**config.mk**
```make
export PLATFORM = sky130hd
export DESIGN_NAME = running_sample_statistics_core
export DESIGN_NICKNAME = d
export VERILOG_FILES = /design/src/rtl/rss_pkg.sv /design/src/rtl/rss_front.sv /design/src/rtl/rss_back.sv /design/src/rtl/running_sample_statistics_core.sv
export SDC_FILE = /design/constraint.sdc
export NUM_CORES = 2
export LEC_CHECK = 0
export BUFFER_PORTS_ARGS = -buffer_cell sky130_fd_sc_hd__buf_2
export CAP_MARGIN = 5
export CORE_MARGIN = 2
export CORE_UTILIZATION = 65
export DETAILED_ROUTE_END_ITERATION = 8
export MAX_ROUTING_LAYER = met4
export PLACE_DENSITY = 0.78
export RECOVER_POWER = 100
export SETUP_SLACK_MARGIN = 0.1
export SYNTH_ARGS = -nofsm -noshare
export SYNTH_HDL_FRONTEND = slang
export SYNTH_SLANG_ARGS = --single-unit
```
**constraint.sdc**
```tcl
create_clock -name i_clk -period 35.2 [get_ports i_clk]
set_input_delay 3.52 -clock i_clk [delete_from_list [all_inputs] [get_ports i_clk]]
set_output_delay 3.52 -clock i_clk [all_outputs]
set_load 0.02 [all_outputs]
```
**src/rtl/rss_pkg.sv**
```systemverilog
// shared types and constants for the running sample statistics block
package rss_pkg;

    localparam int unsigned MaxSamples = 65535;
    localparam logic [15:0] SatLimit   = 16'd32767;

    localparam logic FuncAdd   = 1'b0;
    localparam logic FuncClear = 1'b1;

    typedef struct packed {
        logic               func;
        logic signed [15:0] sample;
    } t_in_item;

    typedef struct packed {
        logic [15:0]        sample_count;
        logic signed [15:0] minimum;
        logic signed [15:0] maximum;
        logic signed [15:0] mean;
        logic signed [15:0] pop_variance;
        logic signed [15:0] pop_deviation;
        logic signed [15:0] sample_deviation;
        logic               rejected;
    } t_out_item;

    // snapshot of the accumulators handed from front to back
    typedef struct packed {
        logic [15:0]        count;
        logic signed [15:0] min_v;
        logic signed [15:0] max_v;
        logic signed [31:0] sum;
        logic [45:0]        sumsq;
        logic               rejected;
    } t_snap;

endpackage

```
**src/rtl/rss_front.sv**
```systemverilog
// front part: accumulates count, min, max, sum and sum of squares, or clears them
module rss_front (
    input  logic            i_clk,
    input  logic            i_rst_n,
    input  logic            i_valid,
    input  rss_pkg::t_in_item i_item,
    output logic            o_ready,
    output logic            o_valid,
    output rss_pkg::t_snap  o_snap,
    input  logic            i_ready
);
    import rss_pkg::*;

    logic [15:0]        r_count, n_count;
    logic signed [15:0] r_min, n_min, r_max, n_max;
    logic signed [31:0] r_sum, n_sum;
    logic [45:0]        r_sumsq, n_sumsq;
    logic               r_valid, r_rej, n_rej;
    logic [31:0]        r_sq;
    logic               r_sq_ok;
    logic signed [15:0] r_s;
    logic               r_func;
    logic signed [31:0] sq_full;

    // square is registered first, then accumulated
    assign o_ready = !r_sq_ok && (!r_valid || i_ready);
    assign sq_full = i_item.sample * i_item.sample;

    always_comb begin
        n_count = r_count;
        n_min   = r_min;
        n_max   = r_max;
        n_sum   = r_sum;
        n_sumsq = r_sumsq;
        n_rej   = 1'b0;
        if (r_func == FuncClear) begin
            n_count = '0;
            n_min   = '0;
            n_max   = '0;
            n_sum   = '0;
            n_sumsq = '0;
        end else if (32'(r_count) >= MaxSamples) begin
            n_rej = 1'b1;
        end else begin
            if (r_count == '0 || r_s < r_min) n_min = r_s;
            if (r_count == '0 || r_s > r_max) n_max = r_s;
            n_sum   = r_sum + 32'(r_s);
            n_sumsq = r_sumsq + 46'(r_sq);
            n_count = r_count + 16'd1;
        end
    end

    always_ff @(posedge i_clk) begin
        if (!i_rst_n) begin
            r_count <= '0;
            r_min   <= '0;
            r_max   <= '0;
            r_sum   <= '0;
            r_sumsq <= '0;
            r_valid <= 1'b0;
            r_sq_ok <= 1'b0;
        end else begin
            if (i_valid && o_ready) begin
                r_s     <= i_item.sample;
                r_func  <= i_item.func;
                r_sq_ok <= 1'b1;
            end
            if (r_sq_ok) begin
                r_sq_ok <= 1'b0;
                r_count <= n_count;
                r_min   <= n_min;
                r_max   <= n_max;
                r_sum   <= n_sum;
                r_sumsq <= n_sumsq;
                r_rej   <= n_rej;
                r_valid <= 1'b1;
            end else if (i_ready) begin
                r_valid <= 1'b0;
            end
        end
    end

    always_ff @(posedge i_clk) begin
        if (i_valid && o_ready) r_sq <= unsigned'(sq_full);
    end

    assign o_valid = r_valid;
    assign o_snap  = '{count: r_count, min_v: r_min, max_v: r_max, sum: r_sum,
                       sumsq: r_sumsq, rejected: r_rej};
endmodule

```
**src/rtl/rss_back.sv**
```systemverilog
// back part: sequencer with shared multiplier, divider and square root
module rss_back (
    input  logic              i_clk,
    input  logic              i_rst_n,
    input  logic              i_valid,
    input  rss_pkg::t_snap    i_snap,
    output logic              o_ready,
    input  logic signed [15:0] i_marker,
    output logic              o_valid,
    output rss_pkg::t_out_item o_item,
    input  logic              i_ready
);
    import rss_pkg::*;

    typedef enum logic [9:0] {
        S_IDLE  = 10'b0000000001,
        S_MUL   = 10'b0000000010,
        S_DIVM  = 10'b0000000100,
        S_DIVV  = 10'b0000001000,
        S_SQV   = 10'b0000010000,
        S_DIVS  = 10'b0000100000,
        S_SQS   = 10'b0001000000,
        S_OUT   = 10'b0010000000,
        S_MULP  = 10'b0100000000,
        S_PREP  = 10'b1000000000
    } t_state;

    t_state      r_state, n_state;
    t_snap       r_snap;
    logic [6:0]  r_step, n_step;
    logic [2:0]  r_mstep;
    // dividend/remainder for restoring division
    logic [63:0] r_num;
    logic [64:0] r_rem;
    logic [31:0] r_den;
    logic [63:0] r_acc;    // product accumulator
    logic [63:0] r_d;
    logic [15:0] r_mean;
    logic [63:0] r_var;
    logic [15:0] r_pdev;
    // square root state
    logic [63:0] r_sx;
    logic [33:0] r_sr;
    logic [31:0] r_root;
    logic [64:0] rem_sh;
    logic [64:0] rem_sub;
    logic [33:0] sq_trial, sq_rem_sh;
    logic [31:0] sabs;
    logic [31:0] mul_a;
    logic [15:0] mul_b;
    logic [47:0] mul_p;
    t_out_item   r_out;
    logic        r_ov;

    assign sabs  = r_snap.sum[31] ? 32'(-r_snap.sum) : 32'(r_snap.sum);
    assign mul_p = mul_a * mul_b;
    // four 16-bit partial product steps: n*sumsq (46x16 as 2) and sabs^2 (32x32 as 2)
    always_comb begin
        unique case (r_mstep)
            3'd0: begin mul_a = r_snap.sumsq[31:0];        mul_b = r_snap.count;  end
            3'd1: begin mul_a = 32'(r_snap.sumsq[45:32]);  mul_b = r_snap.count;  end
            3'd2: begin mul_a = sabs;                      mul_b = sabs[15:0];    end
            3'd3: begin mul_a = sabs;                      mul_b = sabs[31:16];   end
            default: begin mul_a = '0;                     mul_b = '0;            end
        endcase
    end

    assign rem_sh  = {r_rem[63:0], r_num[63]};
    assign rem_sub = rem_sh - {33'd0, r_den};
    assign sq_rem_sh = {r_sr[31:0], r_sx[63:62]};
    assign sq_trial  = sq_rem_sh - {r_root[31:0], 2'b01};

    function automatic logic [15:0] sat16(input logic [63:0] v);
        sat16 = (v > 64'(SatLimit)) ? SatLimit : v[15:0];
    endfunction

    assign o_ready = (r_state == S_IDLE) && !r_ov;
    assign o_valid = r_ov;
    assign o_item  = r_out;

    always_ff @(posedge i_clk) begin
        if (!i_rst_n) begin
            r_state <= S_IDLE;
            r_ov    <= 1'b0;
        end else begin
            if (r_ov && i_ready) r_ov <= 1'b0;
            unique case (r_state)
                S_IDLE: begin
                    if (i_valid && !r_ov) begin
                        r_snap  <= i_snap;
                        r_mstep <= '0;
                        r_acc   <= '0;
                        r_state <= (i_snap.count == '0) ? S_OUT : S_MUL;
                    end
                end
                S_MUL: begin
                    unique case (r_mstep)
                        3'd0: r_acc <= 64'(mul_p);
                        3'd1: r_acc <= r_acc + {mul_p[31:0], 32'd0};
                        3'd2: r_d   <= r_acc - 64'(mul_p);
                        default: r_d <= r_d - {mul_p[47:0], 16'd0};
                    endcase
                    r_mstep <= r_mstep + 3'd1;
                    if (r_mstep == 3'd3) r_state <= S_MULP;
                end
                S_MULP: begin
                    // mean: divide |sum| by n
                    r_num   <= {sabs, 32'd0};
                    r_rem   <= '0;
                    r_den   <= 32'(r_snap.count);
                    r_step  <= 7'd32;
                    r_state <= S_DIVM;
                end
                S_DIVM, S_DIVV, S_DIVS: begin
                    if (r_step == '0) begin
                        if (r_state == S_DIVM) begin
                            r_mean  <= r_snap.sum[31] ? 16'(-r_num[31:0]) : r_num[15:0];
                            r_num   <= r_d;
                            r_rem   <= '0;
                            r_den   <= 32'(r_snap.count) * 32'(r_snap.count);
                            r_step  <= 7'd64;
                            r_state <= S_DIVV;
                        end else begin
                            if (r_state == S_DIVV) r_var <= r_num;
                            r_sx    <= r_num;
                            r_sr    <= '0;
                            r_root  <= '0;
                            r_step  <= 7'd32;
                            r_state <= (r_state == S_DIVV) ? S_SQV : S_SQS;
                        end
                    end else begin
                        if (!rem_sub[64]) begin
                            r_rem <= rem_sub;
                            r_num <= {r_num[62:0], 1'b1};
                        end else begin
                            r_rem <= rem_sh;
                            r_num <= {r_num[62:0], 1'b0};
                        end
                        r_step <= r_step - 7'd1;
                    end
                end
                S_SQV, S_SQS: begin
                    if (r_step == '0) begin
                        if (r_state == S_SQV) begin
                            r_pdev <= sat16(64'(r_root));
                            if (r_snap.count < 16'd2) begin
                                r_state <= S_OUT;
                            end else begin
                                r_num   <= r_d;
                                r_rem   <= '0;
                                r_den   <= 32'(r_snap.count) * 32'(r_snap.count - 16'd1);
                                r_step  <= 7'd64;
                                r_state <= S_DIVS;
                            end
                        end else begin
                            r_state <= S_PREP;
                        end
                    end else begin
                        if (!sq_trial[33]) begin
                            r_sr   <= sq_trial;
                            r_root <= {r_root[30:0], 1'b1};
                        end else begin
                            r_sr   <= sq_rem_sh;
                            r_root <= {r_root[30:0], 1'b0};
                        end
                        r_sx   <= {r_sx[61:0], 2'b00};
                        r_step <= r_step - 7'd1;
                    end
                end
                S_PREP, S_OUT: begin
                    if (!r_ov) begin
                        r_out.sample_count <= r_snap.count;
                        r_out.minimum      <= r_snap.min_v;
                        r_out.maximum      <= r_snap.max_v;
                        r_out.rejected     <= r_snap.rejected;
                        if (r_snap.count == '0) begin
                            r_out.mean          <= i_marker;
                            r_out.pop_variance  <= i_marker;
                            r_out.pop_deviation <= i_marker;
                        end else begin
                            r_out.mean          <= r_mean;
                            r_out.pop_variance  <= sat16(r_var);
                            r_out.pop_deviation <= r_pdev;
                        end
                        r_out.sample_deviation <= (r_state == S_PREP)
                                                  ? sat16(64'(r_root)) : i_marker;
                        r_ov    <= 1'b1;
                        r_state <= S_IDLE;
                    end
                end
                default: r_state <= S_IDLE;
            endcase
        end
    end
endmodule

```
**src/rtl/running_sample_statistics_core.sv**
```systemverilog
// top level of the running sample statistics block
// One result per item. The front registers the sample square and then
// updates the accumulators; a one-entry hand-off holds the snapshot.
// The back works each item through one shared 32x16 multiplier,
// a radix-2 divider (32 steps for the mean, 64 each for both variances) and
// a bit-pair square root (32 steps each); an item after clear skips the
// arithmetic. The front can take the next item into the hand-off while the
// back is busy; the back works items one at a time. The empty_marker
// register should be written only while the block is idle.
module running_sample_statistics_core (
    input  logic                i_clk,
    input  logic                i_rst_n,
    input  logic                push,
    input  rss_pkg::t_in_item   i_item,
    output logic                full,
    output logic                empty,
    input  logic                pop,
    output rss_pkg::t_out_item  o_item,
    input  logic                i_cfg_valid,
    output logic                o_cfg_ready,
    input  logic signed [15:0]  i_cfg_data
);
    import rss_pkg::*;

    logic               r_marker;
    logic signed [15:0] r_empty_marker;
    logic               f_ready, q_valid, b_ready, b_valid;
    t_snap              q_snap;

    assign o_cfg_ready = 1'b1;

    always_ff @(posedge i_clk) begin
        if (!i_rst_n) begin
            r_empty_marker <= 16'sh8000;
            r_marker       <= 1'b0;
        end else if (i_cfg_valid) begin
            r_empty_marker <= i_cfg_data;
            r_marker       <= 1'b1;
        end
    end

    rss_front u_front (
        .i_clk   (i_clk),
        .i_rst_n (i_rst_n),
        .i_valid (push),
        .i_item  (i_item),
        .o_ready (f_ready),
        .o_valid (q_valid),
        .o_snap  (q_snap),
        .i_ready (b_ready)
    );

    rss_back u_back (
        .i_clk    (i_clk),
        .i_rst_n  (i_rst_n),
        .i_valid  (q_valid),
        .i_snap   (q_snap),
        .o_ready  (b_ready),
        .i_marker (r_empty_marker),
        .o_valid  (b_valid),
        .o_item   (o_item),
        .i_ready  (pop)
    );

    assign full  = !f_ready;
    assign empty = !b_valid;

    a_marker_reset: assert property (@(posedge i_clk)
        !i_rst_n |=> (r_empty_marker == 16'sh8000 && !r_marker))
        else $error("marker not reset");
    a_result_holds: assert property (@(posedge i_clk) disable iff (!i_rst_n)
        (!empty && !pop) |=> (!empty && $stable(o_item)))
        else $error("result changed before pop");
    a_count_bounds: assert property (@(posedge i_clk) disable iff (!i_rst_n)
        (!empty && o_item.sample_count == 16'd0) |->
        (o_item.minimum == 16'sd0 && o_item.maximum == 16'sd0))
        else $error("empty result with nonzero min or max");
endmodule
```
==> key figures <==
Critical path
  • Critical Path Start Type: flop
  • Most frequent CP cell: fa_1
  • Worst Setup End Kind: flop
  • FF-to-FF path depth: 32
  • Required @ worst endpoint: 35.79 ns
  • WP data arrival: 16.36 ns
  • Slowest-stage cell, CP: a2111oi_0
  • Crit path max fanout: 48
  • Type of the worst setup path: flop to flop
  • CP max stage delay: 2.21 ns

Finish
  • Final Non-Filler Cells: approximately 12000
  • Filler instances: 11000
  • Fin area: 99500 um2
  • Layout cells sized above 1: 0.0356
  • Synth-to-Final Area Change: 6.32%
  • Fin nets: 11500

Synth
  • Area contributors post-synth: edfxtp_1 (26%), fa_1 (23%), ha_1 (8.8%)
  • Post-Synth Adder-Cell Area: 0.325
  • Area share of the leading cell type in the synthesized netlist: 0.260
  • XOR/XNOR share of the synthesized area: 0.0479
  • Seq/Total Area, Yosys: 0.293
  • YS warnings: 0
  • Synth cell types: 106
  • Cell taking the most area after synthesis: edfxtp_1
  • Simple-gate share of the synthesized area: 0.145
  • Synth Cell Area: 93600 um2
  • Multiplexer share of the synthesized area: 0.0113
  • Compound-Gate Fraction of Synth Area: 0.102
  • #FFs+latches synth: between 900 and 1000
  • Ys async rst share: 0
  • Most common library cells after synthesis: inv_1 (1521), nand2_1 (1157), fa_1 (1097)
  • Top FF cell, synth: edfxtp_1
  • Largest family of logic cells by synthesized area: adder cells
  • Count leader, synth: inv_1
  • Post-synthesis area per instance: 9.70 um2
  • Post-synthesis cell count: 9657
  • Number of flops mapped to enable cells by yosys: 811

Drt
  • Avg WL per Cell: 22.2 um
  • Vias per inst: 6.07
  • Routed Wire Length: 260000 um
  • Vias: ~71000
  • DR pass1 iterations: 6
  • Routed Antenna Nets: 0
  • Drt initial violations: between 6000 and 7000
  • Post-route DRC: 0

Placed design
  • HPWL after DPL: 197000 um
  • DP Area: slightly below 100000 um2
  • DP Worst Slack: 21.89 ns
  • Placed cell count: 11500
  • IO buf count: around 150
  • Placer congestion estimate: between 1 and 1.5

Power
  • Clock power share: 0.147
  • Sw Pwr: 3.49 mW
  • Combinational power share: 0.666
  • Peak supply drop: 0.405 mV
  • Sw Ratio: 0.458
  • Pwr dens: 76.5 nW/um2
  • Leak pwr: around 44 nW
  • Internal power: ~4.1 mW
  • Part of the power in registers: 0.187

Clock tree
  • PostCTS Resize Cnt: 0
  • Clk slew on worst S/H paths: approximately 0.080 ns
  • CTS buffer count: 102
  • CTS tree: done
  • Hold-fix buffers, CTS: 0
  • Post-CTS setup buffer count: 0
  • Clk root buf: clkbuf_16
  • TritonCTS Sinks: 966
  • H-tree levels: 3
  • Latest clock arrival within the worst-skew pair: 0.75 ns
  • Clock tree buffer depth: 3

GRT
  • Largest net degree at the start of global routing: 101
  • Overall global routing resource usage: 0.372
  • First-pass GRT wire length: a little over 400000 um
  • Gr ovfl total: 0
  • Antenna violations before repair: 11
  • Vias in the first global route: roughly 74000

STA
  • Slew Limit Fails: 1860
  • Final WS setup: 19.43 ns
  • Slew HR: -2.00
  • Hold WS: about 0.4 ns
  • Fin crit period: 15.77 ns
  • Final period util: 0.448
  • Max Freq: 0.0634 GHz
  • Unrepaired setup endpoints after global routing: no
  • Sum Neg Setup Slack: 0 ns
  • Clock skew: 0.0719 ns
  • Final Hold Fails: 0
  • Setup violators final: 0
  • Worst-margin pin slew: 4.50 ns

Floorplanning
  • # IOs: approximately 150
  • Die width: 384 um
  • DIE AREA: around 150000 um2
  • Starting Density: 0.653
  • Rows: ~140
  • Die Y: 384 um
  • Core area: between 100000 and 150000 um2

Run status
  • Failing checks: capacitance limit, slew limit
  • Status: finished, violations left

Min path
  • Hold WC Path Type: flop to flop
  • Hold Path Stages: 0

Flow run
  • Max-cap viol count: 45
==> cells by family after synthesis <==
kind of cell | after synthesis
adders and majority gates | 1777
AOI/OAI and AO/OA | 1428
xor gates and xnor gates | 507
muxes | 103
and+or+nand+nor | 2990
buffers and inverters | 1884
other | 2
DFF | 966
==> worst max-delay path: cells and delay by family, from the launching register on <==
family                     cells  cell delay (ns)
and+or+nand+nor                7             1.99
adders and majority gates      8             4.22
xor gates and xnor gates       2             1.64
DFF                            1             0.32
AOI/OAI and AO/OA              9             5.52
buffers and inverters          6             1.94
==> routing by layer <==
layer  part of all wire  wire length [um]  GRT usage
met1               0.39            100000      0.468
met2               0.47            123000      0.592
met5                  0                 0          -
met4              0.053             13800      0.172
met3              0.089             23300     0.0649
==> final cells by class <==
cell class              count  area [um2]  share of cell area
clock buffers             135        2820              0.0283
clock inverters            57         666             0.00669
diodes                     11        27.5            0.000277
repair buffers            277        1290              0.0129
inverters                1529        5740              0.0577
well taps                1903        2380              0.0239
flip-flops and latches    966       27500               0.276
multi-input cells        6831       59200               0.594
==> per-stage QoR <==
| step | power (mW) | util |
|---|---|---|
| detailed placement | 6.45 | 0.674 |
| global placement | 6.36 | 0.674 |
| CTS | 7.60 | 0.699 |
| floorplan | 5.18 | - |
| finish | 7.62 | 0.695 |
| global route | 8.26 | 0.695 |
==> flip-flops by register name, summed over array words and instances, names as in the netlist, 7 cells and up <==
register         cells
u_back.r_pdev       16
u_front.r_max       16
u_front.r_count     16
u_back.r_mean       16
u_back.r_step        7
u_back.r_rem        64
u_back.r_acc        64
u_back.r_root       32
r_empty_marker      16
u_back.o_item      113
u_back.r_snap      127
u_back.r_num        64
u_back.r_den        32
u_back.r_var        64
u_back.r_state      10
u_back.r_sr         32
u_front.r_sq        31
u_front.r_min       16
u_front.r_sum       32
u_front.r_sumsq     46
u_back.r_d          64
u_front.r_s         16
u_back.r_sx         64
==> path summary, 6_finish.rpt <==
path                          start           endpoint  slack (ns)
setup / recovery  u_back.r_snap[78]     u_back.r_d[54]       19.43
hold / removal    u_back.r_snap[81]  u_back.o_item[67]        0.40
setup reg to reg  u_back.r_snap[78]     u_back.r_d[54]       19.43
hold reg to reg   u_back.r_snap[81]  u_back.o_item[67]        0.40
==> cells in the final DEF (no fill, tap or decap), types with 155 or more instances in the layout <==
cell type	count
clkbuf_1	219
edfxtp_1	811
fa_1	1097
nor2_1	842
ha_1	656
xor2_1	167
a21oi_1	392
xnor2_1	335
o21ai_0	232
nand2_1	1154
dfxtp_1	155
nand2b_1	243
inv_1	1521
==> power groups by stage <==
stage | logic [mW] | clock network, mW | registers [mW]
floorplan | 3.74 | 0 | 1.44
CTS | 5.06 | 1.13 | 1.42
detailed placement | 5.01 | 0 | 1.44
global route | 5.66 | 1.17 | 1.43
finish | 5.08 | 1.12 | 1.42
global placement | 4.92 | 0 | 1.44
No activity file was read; power rests on OpenSTA's default activity.
